`config.mk`:
```
export PLATFORM = sky130hd
export DESIGN_NAME = detector_hit_word_stream_unpacker_top
export DESIGN_NICKNAME = d
export VERILOG_FILES = /design/src/rtl/core/dhwsu_pkg.sv /design/src/rtl/core/dhwsu_parser.sv /design/src/rtl/core/dhwsu_out_reg.sv /design/src/rtl/core/detector_hit_word_stream_unpacker_top.sv
export SDC_FILE = /design/constraint.sdc
export NUM_CORES = 1
export LEC_CHECK = 0
export ABC_AREA = 1
export BUFFER_PORTS_ARGS = -buffer_cell sky130_fd_sc_hd__buf_2
export CORE_MARGIN = 10
export CORE_UTILIZATION = 55
export CTS_BUF_LIST = sky130_fd_sc_hd__clkbuf_16
export CTS_CLUSTER_SIZE = 30
export DETAILED_ROUTE_END_ITERATION = 16
export GPL_TIMING_DRIVEN = 0
export PLACE_DENSITY = 0.79
export SYNTH_ARGS = -nofsm -noshare
export SYNTH_HDL_FRONTEND = slang
export SYNTH_HIERARCHICAL = 1
export SYNTH_SLANG_ARGS = --single-unit
```
`constraint.sdc`:
```
create_clock -name clk -period 6.9 [get_ports clk]
set_clock_uncertainty 0.15 [all_clocks]
set_input_delay 1.725 -clock clk [delete_from_list [all_inputs] [get_ports clk]]
set_output_delay 1.725 -clock clk [all_outputs]
set_load 0.1 [all_outputs]
```
`src/rtl/core/dhwsu_pkg.sv`:
```
// Shared types and constants for the detector hit word stream unpacker.
`default_nettype none

package dhwsu_pkg;

  // Result status codes
  localparam logic [1:0] STATUS_HIT       = 2'd0;
  localparam logic [1:0] STATUS_BAD_HDR   = 2'd1;
  localparam logic [1:0] STATUS_BAD_MAGIC = 2'd2;

  // Configuration register indexes
  localparam logic CFG_IDX_HDR_SIZE = 1'b0;
  localparam logic CFG_IDX_CH_CARD  = 1'b1;

  localparam int CFG_DATA_W = 9;
  localparam int OUT_DATA_W = 152;

  // Word patterns
  localparam logic [31:0] PAD_MASK     = 32'hfff0_0000;
  localparam logic [31:0] PAD_PATTERN  = 32'hadd0_0000;
  localparam logic [15:0] MAGIC_OLD    = 16'hAFFE;
  localparam logic [15:0] MAGIC_NEW    = 16'h115A;
  localparam logic [15:0] MAGIC_TOT    = 16'hBEEF;
  localparam logic [7:0]  META_CHANNEL = 8'hff;

  // Overflow word bits that feed the timing, energy and PID error flags
  localparam logic [23:0] TIMING_MASK = 24'h000601;
  localparam logic [23:0] ENERGY_MASK = 24'h00063e;
  localparam logic [23:0] PID_MASK    = 24'h00078e;

  localparam logic [8:0] RST_HDR_SIZE = 9'd52;
  localparam logic [8:0] RST_CH_CARD  = 9'd16;

  typedef struct packed {
    logic [1:0]         status;
    logic [15:0]        unit_id;
    logic [15:0]        energy;
    logic signed [15:0] fast_component;
    logic [15:0]        slow_component;
    logic [63:0]        time_stamp;
    logic [3:0]         error_flags;
    logic [15:0]        over_threshold_time;
    logic               over_threshold_present;
  } dhwsu_result_t;

endpackage

`default_nettype wire

```
`src/rtl/core/dhwsu_parser.sv`:
```
// Word-by-word buffer parser: phase register, event holds and result forming.
`default_nettype none

module dhwsu_parser (
  input  wire logic                           clk,
  input  wire logic                           rst_n,
  input  wire logic                           step,
  input  wire logic [31:0]                    word,
  input  wire logic                           last_word,
  input  wire logic                           cfg_wr_en,
  input  wire logic                           cfg_addr,
  input  wire logic [dhwsu_pkg::CFG_DATA_W-1:0] cfg_wdata,
  output logic                                res_valid,
  output dhwsu_pkg::dhwsu_result_t            res
);
  import dhwsu_pkg::*;

  typedef enum logic [3:0] {
    PH_MODULE, PH_STAMP, PH_SUBHDR, PH_SIZE, PH_META,
    PH_EVENT, PH_TOT, PH_TRACE, PH_DISCARD
  } phase_t;

  phase_t      phase_r, phase_nxt;
  logic [3:0]  pos_r, pos_nxt;
  logic [29:0] skip_r, skip_nxt;
  logic [63:0] stamp_r, stamp_nxt;
  logic [7:0]  card_r, card_nxt;
  logic [7:0]  chan_r, chan_nxt;
  logic [15:0] ev_r, ev_nxt;
  logic        newf_r, newf_nxt;
  logic [15:0] energy_r, energy_nxt;
  logic [31:0] shape_r, shape_nxt;
  logic [3:0]  flags_r, flags_nxt;
  logic [16:0] tot_r, tot_nxt;
  logic        hbad_r, hbad_nxt;
  logic [7:0]  hdr_size_r;
  logic [8:0]  ch_card_r;

  logic        is_pad;
  logic [13:0] quads;
  logic [13:0] rem;
  logic [23:0] ov;
  logic        emit_hit;
  logic        emit_err;
  logic [1:0]  err_code;
  logic [17:0] id_full;

  assign is_pad = (word & PAD_MASK) == PAD_PATTERN;
  assign quads  = ev_r[15:2];
  assign ov     = word[23:0];

  always_comb begin
    phase_nxt  = phase_r;
    pos_nxt    = pos_r;
    skip_nxt   = skip_r;
    stamp_nxt  = stamp_r;
    card_nxt   = card_r;
    chan_nxt   = chan_r;
    ev_nxt     = ev_r;
    newf_nxt   = newf_r;
    energy_nxt = energy_r;
    shape_nxt  = shape_r;
    flags_nxt  = flags_r;
    tot_nxt    = tot_r;
    hbad_nxt   = hbad_r;
    emit_hit   = 1'b0;
    emit_err   = 1'b0;
    err_code   = STATUS_HIT;
    rem        = '0;

    unique case (phase_r)
      PH_MODULE: begin
        phase_nxt = PH_STAMP;
        pos_nxt   = '0;
        stamp_nxt = '0;
      end
      PH_STAMP: begin
        stamp_nxt[{pos_r[1:0], 4'b0000} +: 16] =
          stamp_r[{pos_r[1:0], 4'b0000} +: 16] | word[15:0];
        pos_nxt = pos_r + 4'd1;
        if (pos_r >= 4'd3) begin
          phase_nxt = PH_SUBHDR;
        end
      end
      PH_SUBHDR: begin
        if (!is_pad) begin
          hbad_nxt  = word[7:0] != hdr_size_r;
          card_nxt  = word[23:16];
          chan_nxt  = word[31:24];
          phase_nxt = PH_SIZE;
        end
      end
      PH_SIZE: begin
        if (hbad_r) begin
          phase_nxt = PH_DISCARD;
          emit_err  = 1'b1;
          err_code  = STATUS_BAD_HDR;
        end else if (word == 32'd0) begin
          phase_nxt = PH_SUBHDR;
        end else if (chan_r == META_CHANNEL) begin
          skip_nxt  = word[31:2];
          phase_nxt = (word[31:2] != 30'd0) ? PH_META : PH_SUBHDR;
        end else begin
          pos_nxt   = '0;
          phase_nxt = PH_EVENT;
        end
      end
      PH_META: begin
        skip_nxt = skip_r - 30'd1;
        if (skip_r == 30'd1) begin
          phase_nxt = PH_SUBHDR;
        end
      end
      PH_EVENT: begin
        pos_nxt = pos_r + 4'd1;
        if (pos_r == 4'd0) begin
          ev_nxt     = word[15:0];
          flags_nxt  = '0;
          tot_nxt    = '0;
          energy_nxt = '0;
          shape_nxt  = '0;
          if (word[31:16] == MAGIC_OLD) begin
            newf_nxt = 1'b0;
          end else if (word[31:16] == MAGIC_NEW) begin
            newf_nxt = 1'b1;
          end else begin
            phase_nxt = PH_DISCARD;
            emit_err  = 1'b1;
            err_code  = STATUS_BAD_MAGIC;
          end
        end else if (pos_r == 4'd6) begin
          flags_nxt = {1'b0, |(ov & PID_MASK), |(ov & ENERGY_MASK), |(ov & TIMING_MASK)};
        end else if (pos_r == 4'd7) begin
          if (word[15:0] != 16'd0) begin
            flags_nxt[3] = 1'b1;
          end
        end else if (pos_r == 4'd8) begin
          energy_nxt = word[15:0];
        end else if (!newf_r) begin
          if (pos_r == 4'd10) begin
            shape_nxt = word;
            phase_nxt = PH_SUBHDR;
            emit_hit  = 1'b1;
          end
        end else if (pos_r == 4'd9) begin
          shape_nxt = word;
          if (ev_r <= 16'd40) begin
            phase_nxt = PH_SUBHDR;
            emit_hit  = 1'b1;
          end
        end else if (pos_r == 4'd10) begin
          if (word[31:16] == MAGIC_TOT) begin
            tot_nxt   = {1'b1, word[15:0]};
            skip_nxt  = 30'd2;
            phase_nxt = PH_TOT;
          end else if (quads > 14'd10) begin
            rem = quads - 14'd11;
            if (rem == 14'd0) begin
              phase_nxt = PH_SUBHDR;
              emit_hit  = 1'b1;
            end else begin
              skip_nxt  = {16'd0, rem};
              phase_nxt = PH_TRACE;
            end
          end else begin
            // short event: this word already opens the next sub-header
            emit_hit  = 1'b1;
            phase_nxt = PH_SUBHDR;
            if (!is_pad) begin
              hbad_nxt  = word[7:0] != hdr_size_r;
              card_nxt  = word[23:16];
              chan_nxt  = word[31:24];
              phase_nxt = PH_SIZE;
            end
          end
        end
      end
      PH_TOT: begin
        skip_nxt = skip_r - 30'd1;
        if (skip_r == 30'd1) begin
          if (ev_r > 16'd52) begin
            rem = quads - 14'd13;
          end
          if (rem == 14'd0) begin
            phase_nxt = PH_SUBHDR;
            emit_hit  = 1'b1;
          end else begin
            skip_nxt  = {16'd0, rem};
            phase_nxt = PH_TRACE;
          end
        end
      end
      PH_TRACE: begin
        skip_nxt = skip_r - 30'd1;
        if (skip_r == 30'd1) begin
          phase_nxt = PH_SUBHDR;
          emit_hit  = 1'b1;
        end
      end
      default: begin
      end
    endcase

    if (last_word) begin
      phase_nxt = PH_MODULE;
      pos_nxt   = '0;
      skip_nxt  = '0;
    end
  end

  assign id_full   = 18'(card_r) * 18'(ch_card_r) + 18'(chan_r);
  assign res_valid = emit_hit | emit_err;

  always_comb begin
    res = '0;
    if (emit_err) begin
      res.status = err_code;
    end else begin
      res.status                 = STATUS_HIT;
      res.unit_id                = id_full[15:0];
      res.energy                 = energy_nxt;
      res.fast_component         = shape_nxt[15:0];
      res.slow_component         = shape_nxt[31:16];
      res.time_stamp             = stamp_nxt;
      res.error_flags            = flags_nxt;
      res.over_threshold_time    = tot_nxt[15:0];
      res.over_threshold_present = tot_nxt[16];
    end
  end

  always_ff @(posedge clk) begin
    if (!rst_n) begin
      hdr_size_r <= RST_HDR_SIZE[7:0];
      ch_card_r  <= RST_CH_CARD;
    end else if (cfg_wr_en) begin
      unique case (cfg_addr)
        CFG_IDX_HDR_SIZE: hdr_size_r <= cfg_wdata[7:0];
        CFG_IDX_CH_CARD:  ch_card_r  <= cfg_wdata;
        default: begin
        end
      endcase
    end
  end

  always_ff @(posedge clk) begin
    if (!rst_n) begin
      phase_r  <= PH_MODULE;
      pos_r    <= '0;
      skip_r   <= '0;
      stamp_r  <= '0;
      card_r   <= '0;
      chan_r   <= '0;
      ev_r     <= '0;
      newf_r   <= 1'b0;
      energy_r <= '0;
      shape_r  <= '0;
      flags_r  <= '0;
      tot_r    <= '0;
      hbad_r   <= 1'b0;
    end else if (step) begin
      phase_r  <= phase_nxt;
      pos_r    <= pos_nxt;
      skip_r   <= skip_nxt;
      stamp_r  <= stamp_nxt;
      card_r   <= card_nxt;
      chan_r   <= chan_nxt;
      ev_r     <= ev_nxt;
      newf_r   <= newf_nxt;
      energy_r <= energy_nxt;
      shape_r  <= shape_nxt;
      flags_r  <= flags_nxt;
      tot_r    <= tot_nxt;
      hbad_r   <= hbad_nxt;
    end
  end

endmodule

`default_nettype wire

```
`src/rtl/core/dhwsu_out_reg.sv`:
```
// Result holding register with ready generation toward the input side.
`default_nettype none

module dhwsu_out_reg (
  input  wire logic                     clk,
  input  wire logic                     rst_n,
  input  wire logic                     load,
  input  wire dhwsu_pkg::dhwsu_result_t load_data,
  output logic                          take_ok,
  output logic                          out_valid,
  input  wire logic                     out_ready,
  output dhwsu_pkg::dhwsu_result_t      out_data
);
  import dhwsu_pkg::*;

  logic          valid_r;
  dhwsu_result_t data_r;

  // a new transaction may enter whenever the held result leaves this cycle
  assign take_ok   = !valid_r || out_ready;
  assign out_valid = valid_r;
  assign out_data  = data_r;

  always_ff @(posedge clk) begin
    if (!rst_n) begin
      valid_r <= 1'b0;
    end else if (load) begin
      valid_r <= 1'b1;
    end else if (out_ready) begin
      valid_r <= 1'b0;
    end
  end

  always_ff @(posedge clk) begin
    if (load) begin
      data_r <= load_data;
    end
  end

endmodule

`default_nettype wire

```
`src/rtl/core/detector_hit_word_stream_unpacker_top.sv`:
```
// A result is registered and appears on out_ in the cycle after the word that completes it is taken.
// Throughput: one word per cycle while in_tready is high; the parse phase register is updated once per word.
// in_tready drops only while a held result waits on out_tready.
// Reset (rst_n low, synchronous): parser expects a module word, holds clear,
// configuration returns to header size 52 and 16 channels per card.
`default_nettype none

module detector_hit_word_stream_unpacker_top (
  input  wire logic                            clk,
  input  wire logic                            rst_n,
  input  wire logic                            in_tvalid,
  output logic                                 in_tready,
  input  wire logic [31:0]                     in_tdata,   // [31:0] word
  input  wire logic                            in_tlast,   // last_word
  output logic                                 out_tvalid,
  input  wire logic                            out_tready,
  // [15:0] unit_id, [31:16] energy, [47:32] fast_component,
  // [63:48] slow_component, [127:64] time_stamp, [131:128] error_flags,
  // [147:132] over_threshold_time, [148] over_threshold_present, [151:149] zero
  output logic [dhwsu_pkg::OUT_DATA_W-1:0]     out_tdata,
  output logic [1:0]                           out_tuser,  // [1:0] status
  input  wire logic                            cfg_wr_en,
  input  wire logic                            cfg_addr,
  input  wire logic [dhwsu_pkg::CFG_DATA_W-1:0] cfg_wdata
);
  import dhwsu_pkg::*;

  logic          step;
  logic          res_valid;
  dhwsu_result_t res;
  dhwsu_result_t held;

  assign step = in_tvalid && in_tready;

  dhwsu_parser u_parser (
    .clk       (clk),
    .rst_n     (rst_n),
    .step      (step),
    .word      (in_tdata),
    .last_word (in_tlast),
    .cfg_wr_en (cfg_wr_en),
    .cfg_addr  (cfg_addr),
    .cfg_wdata (cfg_wdata),
    .res_valid (res_valid),
    .res       (res)
  );

  dhwsu_out_reg u_out_reg (
    .clk       (clk),
    .rst_n     (rst_n),
    .load      (step && res_valid),
    .load_data (res),
    .take_ok   (in_tready),
    .out_valid (out_tvalid),
    .out_ready (out_tready),
    .out_data  (held)
  );

  assign out_tdata = {3'b000,
                      held.over_threshold_present,
                      held.over_threshold_time,
                      held.error_flags,
                      held.time_stamp,
                      held.slow_component,
                      held.fast_component,
                      held.energy,
                      held.unit_id};
  assign out_tuser = held.status;

endmodule

`default_nettype wire

```
==> out/results.tsv <==
metric	value	unit
Detailed Route WL	78600	um
number of global-route vias before repair	21200	
initial antenna violation count	1	
kind of cell adding the most delay to the critical path	buffers and inverters	
HPWL after detailed placement	60000	um
status	complete, no violations	
utilization after layout	63.2	%
IO Pins	204	
routed vias	22100	
CP endpoint kind	register	
Layout area overhead	14.2	%
clock-pin slew on the worst setup and hold paths	60	ps
critical path fanouts, max	36	
placer congestion estimate	1.02	
PD cells	204	nW/um^2
layout cells sized above 1	11.1	%
min-delay src	u_parser/skip_r[1]$_SDFFE_PN0P_	
Mapped Area	22600	sq um
fin crit period	6130	ps
hold path cells	2	
distinct cell type count of the synthesized netlist	51	
number of synthesized flops with an enable pin	151	
final hold vios	0	
CTS tree	done	
R2R cell count	17	
gr ovfl total	0	
post_cts resized	0	
Pre-antenna DRT Iters	6	
Placement Setup Slack	908	ps
Crit path required time	7000	ps
Worst Setup Start Kind	register	
clock sinks	374	
setup ws final	766	ps
Die Y	223	um
Reg-to-Reg Start	u_parser/pos_r[0]$_SDFFE_PN0P_	
Worst-Margin Slew	1010	ps
Min-Delay Path Class	register to register	
ys async rst share	0	%
Pins Over Slew Limit	0	
Bufs on Longest Clock Path	3	
Die Area	49500	sq um
DRC violation count after routing	0	
number of port buffers	199	
largest net degree at the start of global routing	38	
Worst Hold End	u_parser/skip_r[1]$_SDFFE_PN0P_	
Initial Utilization	55.4	%
Final setup viols	0	
Cell Count, Final, Fillers Out	3901	
cell taking the most area after synthesis	edfxtp_1	
setup slack, reg-to-reg	770	ps
Cell Chain, Critical Path	clkbuf_1, clkinv_1, clkbuf_1, ha_1, buf_2, inv_1, nor2_1, nand2_1, nor2_1, inv_1, o21ai_2, inv_1, nand3_1, inv_1, nor2_4, buf_12, buf_12	
flops & latches, synth	374	
Iter 0 DRT Violations	2638	
WS Path Type	register to register	
average wire per standard cell	20.2	um
post-CTS setup buffer count	0	
Rel. slew slack	32.3	%
Antenna Nets Post-Route	0	
Pleak	12.0	nW
WP data arrival	6230	ps
CP Buf/Inv Count	10	
FP Rows	74	
worst vdd ir	0.201	mV
H-tree depth	2	
Synth Warn #	6	
Post-Syn Instances	3087	
top cells by area, synth	edfxtp_1 20%, dfxtp_1 20%, inv_1 11%	
nets@finish	3484	
Tot GR Track Use	30.5	%
Max Cap Viol	0	
hold_buf cts	0	
Clock Latency Late Sink	570	ps
fin crit share	88.9	%
r2r endpoint	u_out_reg/out_data[43]$_DFFE_PP_	
RSZ-0062 raised after global routing	no	
Seq/Total Area, Yosys	39.9	%
placed cells	3824	
global-route wire length before repair	120000	um
post-synthesis average cell area	7.31	sq um
via/cell ratio	5.67	
root buf cell	clkbuf_16	
upper clock frequency limit	163	MHz
CP Launch Point	u_parser/pos_r[0]$_SDFFE_PN0P_	
top_reg_cell synth	dfxtp_1	
Hold WS	325	ps
CP most frequent cell	inv_1	
die width	223	um
CTS Buf Count	42	
core area	40700	sq um
Yosys top cell area share	20.1	%
ant diodes	0	
CP peak stage delay	800	ps
CP max-delay cell	o21ai_2	
==> where the power goes <==
part | internal (mW) | switching (mW)
clock network | 1.39 | 0.953
registers | 2.35 | 0.0259
logic | 0.146 | 0.397
total | 3.89 | 1.38
==> synthesized netlist by cell type, types with 10 or more instances <==
cell / n
inv_1: 642
nand2_1: 422
nor2_1: 369
o21ai_0: 279
a21oi_1: 237
dfxtp_1: 223
edfxtp_1: 151
clkbuf_1: 130
o22ai_1: 118
nand3_1: 77
ha_1: 51
fa_1: 49
nor3_1: 46
xor2_1: 33
buf_2: 22
o211ai_1: 22
nand4_1: 19
a22oi_1: 17
o32ai_1: 16
xnor2_1: 16
o21ai_1: 15
nor2_2: 13
inv_2: 12
nor4_1: 12
a21oi_2: 11
nand3_2: 11
buf_4: 10
==> cells by family (layout without fill, tap and decap cells) <==
logic type / count (synthesis) / after routing / share of synthesized area (%)
buffers and inverters: 828 / 1108 / 14.1
adders and majority gates: 100 / 100 / 7.18
DFF: 374 / 374 / 39.9
other: 1 / 3 / 0.0166
xor gates and xnor gates: 49 / 49 / 1.90
and+or+nand+nor: 998 / 998 / 18.7
AOI/OAI and AO/OA: 737 / 737 / 18.2
==> final cells by class <==
cell class / instances / area, sq um
fillers: 3623 / 15000
multi-input cells: 1887 / 10400
flip-flops and latches: 374 / 9000
inverters: 658 / 2470
clock buffers: 44 / 1100
repair buffers: 203 / 1080
plain buffers: 170 / 722
well taps: 532 / 666
clock inverters: 33 / 342
==> how the worst max path moves through the flow <==
| stage | endpoint | slack, ps | depth (start not counted) |
|---|---|---|---|
| 2_1_floorplan | u_out_reg/out_valid$_SDFFE_PN0P_ | 1450 | 13 |
| 3_3_place_gp | u_out_reg/out_valid$_SDFFE_PN0P_ | -1060 | 17 |
| 3_5_place_dp | u_out_reg/out_data[43]$_DFFE_PP_ | 910 | 17 |
| 4_1_cts | u_out_reg/out_data[43]$_DFFE_PP_ | 910 | 17 |
| 5_1_grt | u_out_reg/out_data[57]$_DFFE_PP_ | 390 | 17 |
| 6_report | u_out_reg/out_data[43]$_DFFE_PP_ | 770 | 17 |
==> placed cells by master (no fill, tap or decap), types with 7 or more instances in the layout <==
cell type / count
a21oi_1: 237
a21oi_2: 11
a22oi_1: 17
buf_2: 221
buf_4: 10
clkbuf_1: 130
clkbuf_16: 44
clkinv_1: 10
dfxtp_1: 223
edfxtp_1: 151
fa_1: 49
ha_1: 51
inv_1: 645
inv_2: 14
nand2_1: 422
nand3_1: 77
nand3_2: 11
nand4_1: 19
nor2_1: 369
nor2_2: 12
nor2_4: 7
nor3_1: 46
nor4_1: 12
o211ai_1: 22
o21ai_0: 279
o21ai_1: 15
o22ai_1: 118
o32ai_1: 16
xnor2_1: 16
xor2_1: 33
==> flip-flops by register name (all words and copies together), names as in the netlist, 8 cells and up <==
register	count
u_parser/ev_r	16
u_out_reg/out_data	151
u_parser/energy_r	16
u_parser/stamp_r	64
u_parser/chan_r	8
u_parser/card_r	8
u_parser/ch_card_r	9
u_parser/tot_r	17
u_parser/skip_r	30
u_parser/hdr_size_r	8
u_parser/shape_r	32
==> routing by layer <==
layer | GRT usage, % | routed length, um
met1 | 40.7 | 33000
met2 | 47.7 | 35000
met3 | 6.58 | 7510
met4 | 11.9 | 3130
met5 | 0 | 0
==> per-stage QoR <==
| step | cell area [sq um] | power (mW) | TNS [ps] |
|---|---|---|---|
| 2_1_floorplan | 22600 | 2.75 | 0 |
| 3_3_place_gp | 24200 | 2.92 | -158110 |
| 3_5_place_dp | 24300 | 2.94 | 0 |
| 4_1_cts | 25800 | 5.28 | 0 |
| 5_1_grt | 25800 | 5.44 | 0 |
| 6_report | 25800 | 5.26 | 0 |
==> worst reg2reg max path: cells and delay by family (launching register included) <==
family,cells,cell delay [ps]
AOI/OAI and AO/OA,1,800
buffers and inverters,10,2540
and+or+nand+nor,5,1690
DFF,1,360
adders and majority gates,1,250
Note: power is estimated with default switching activity, not from simulation.
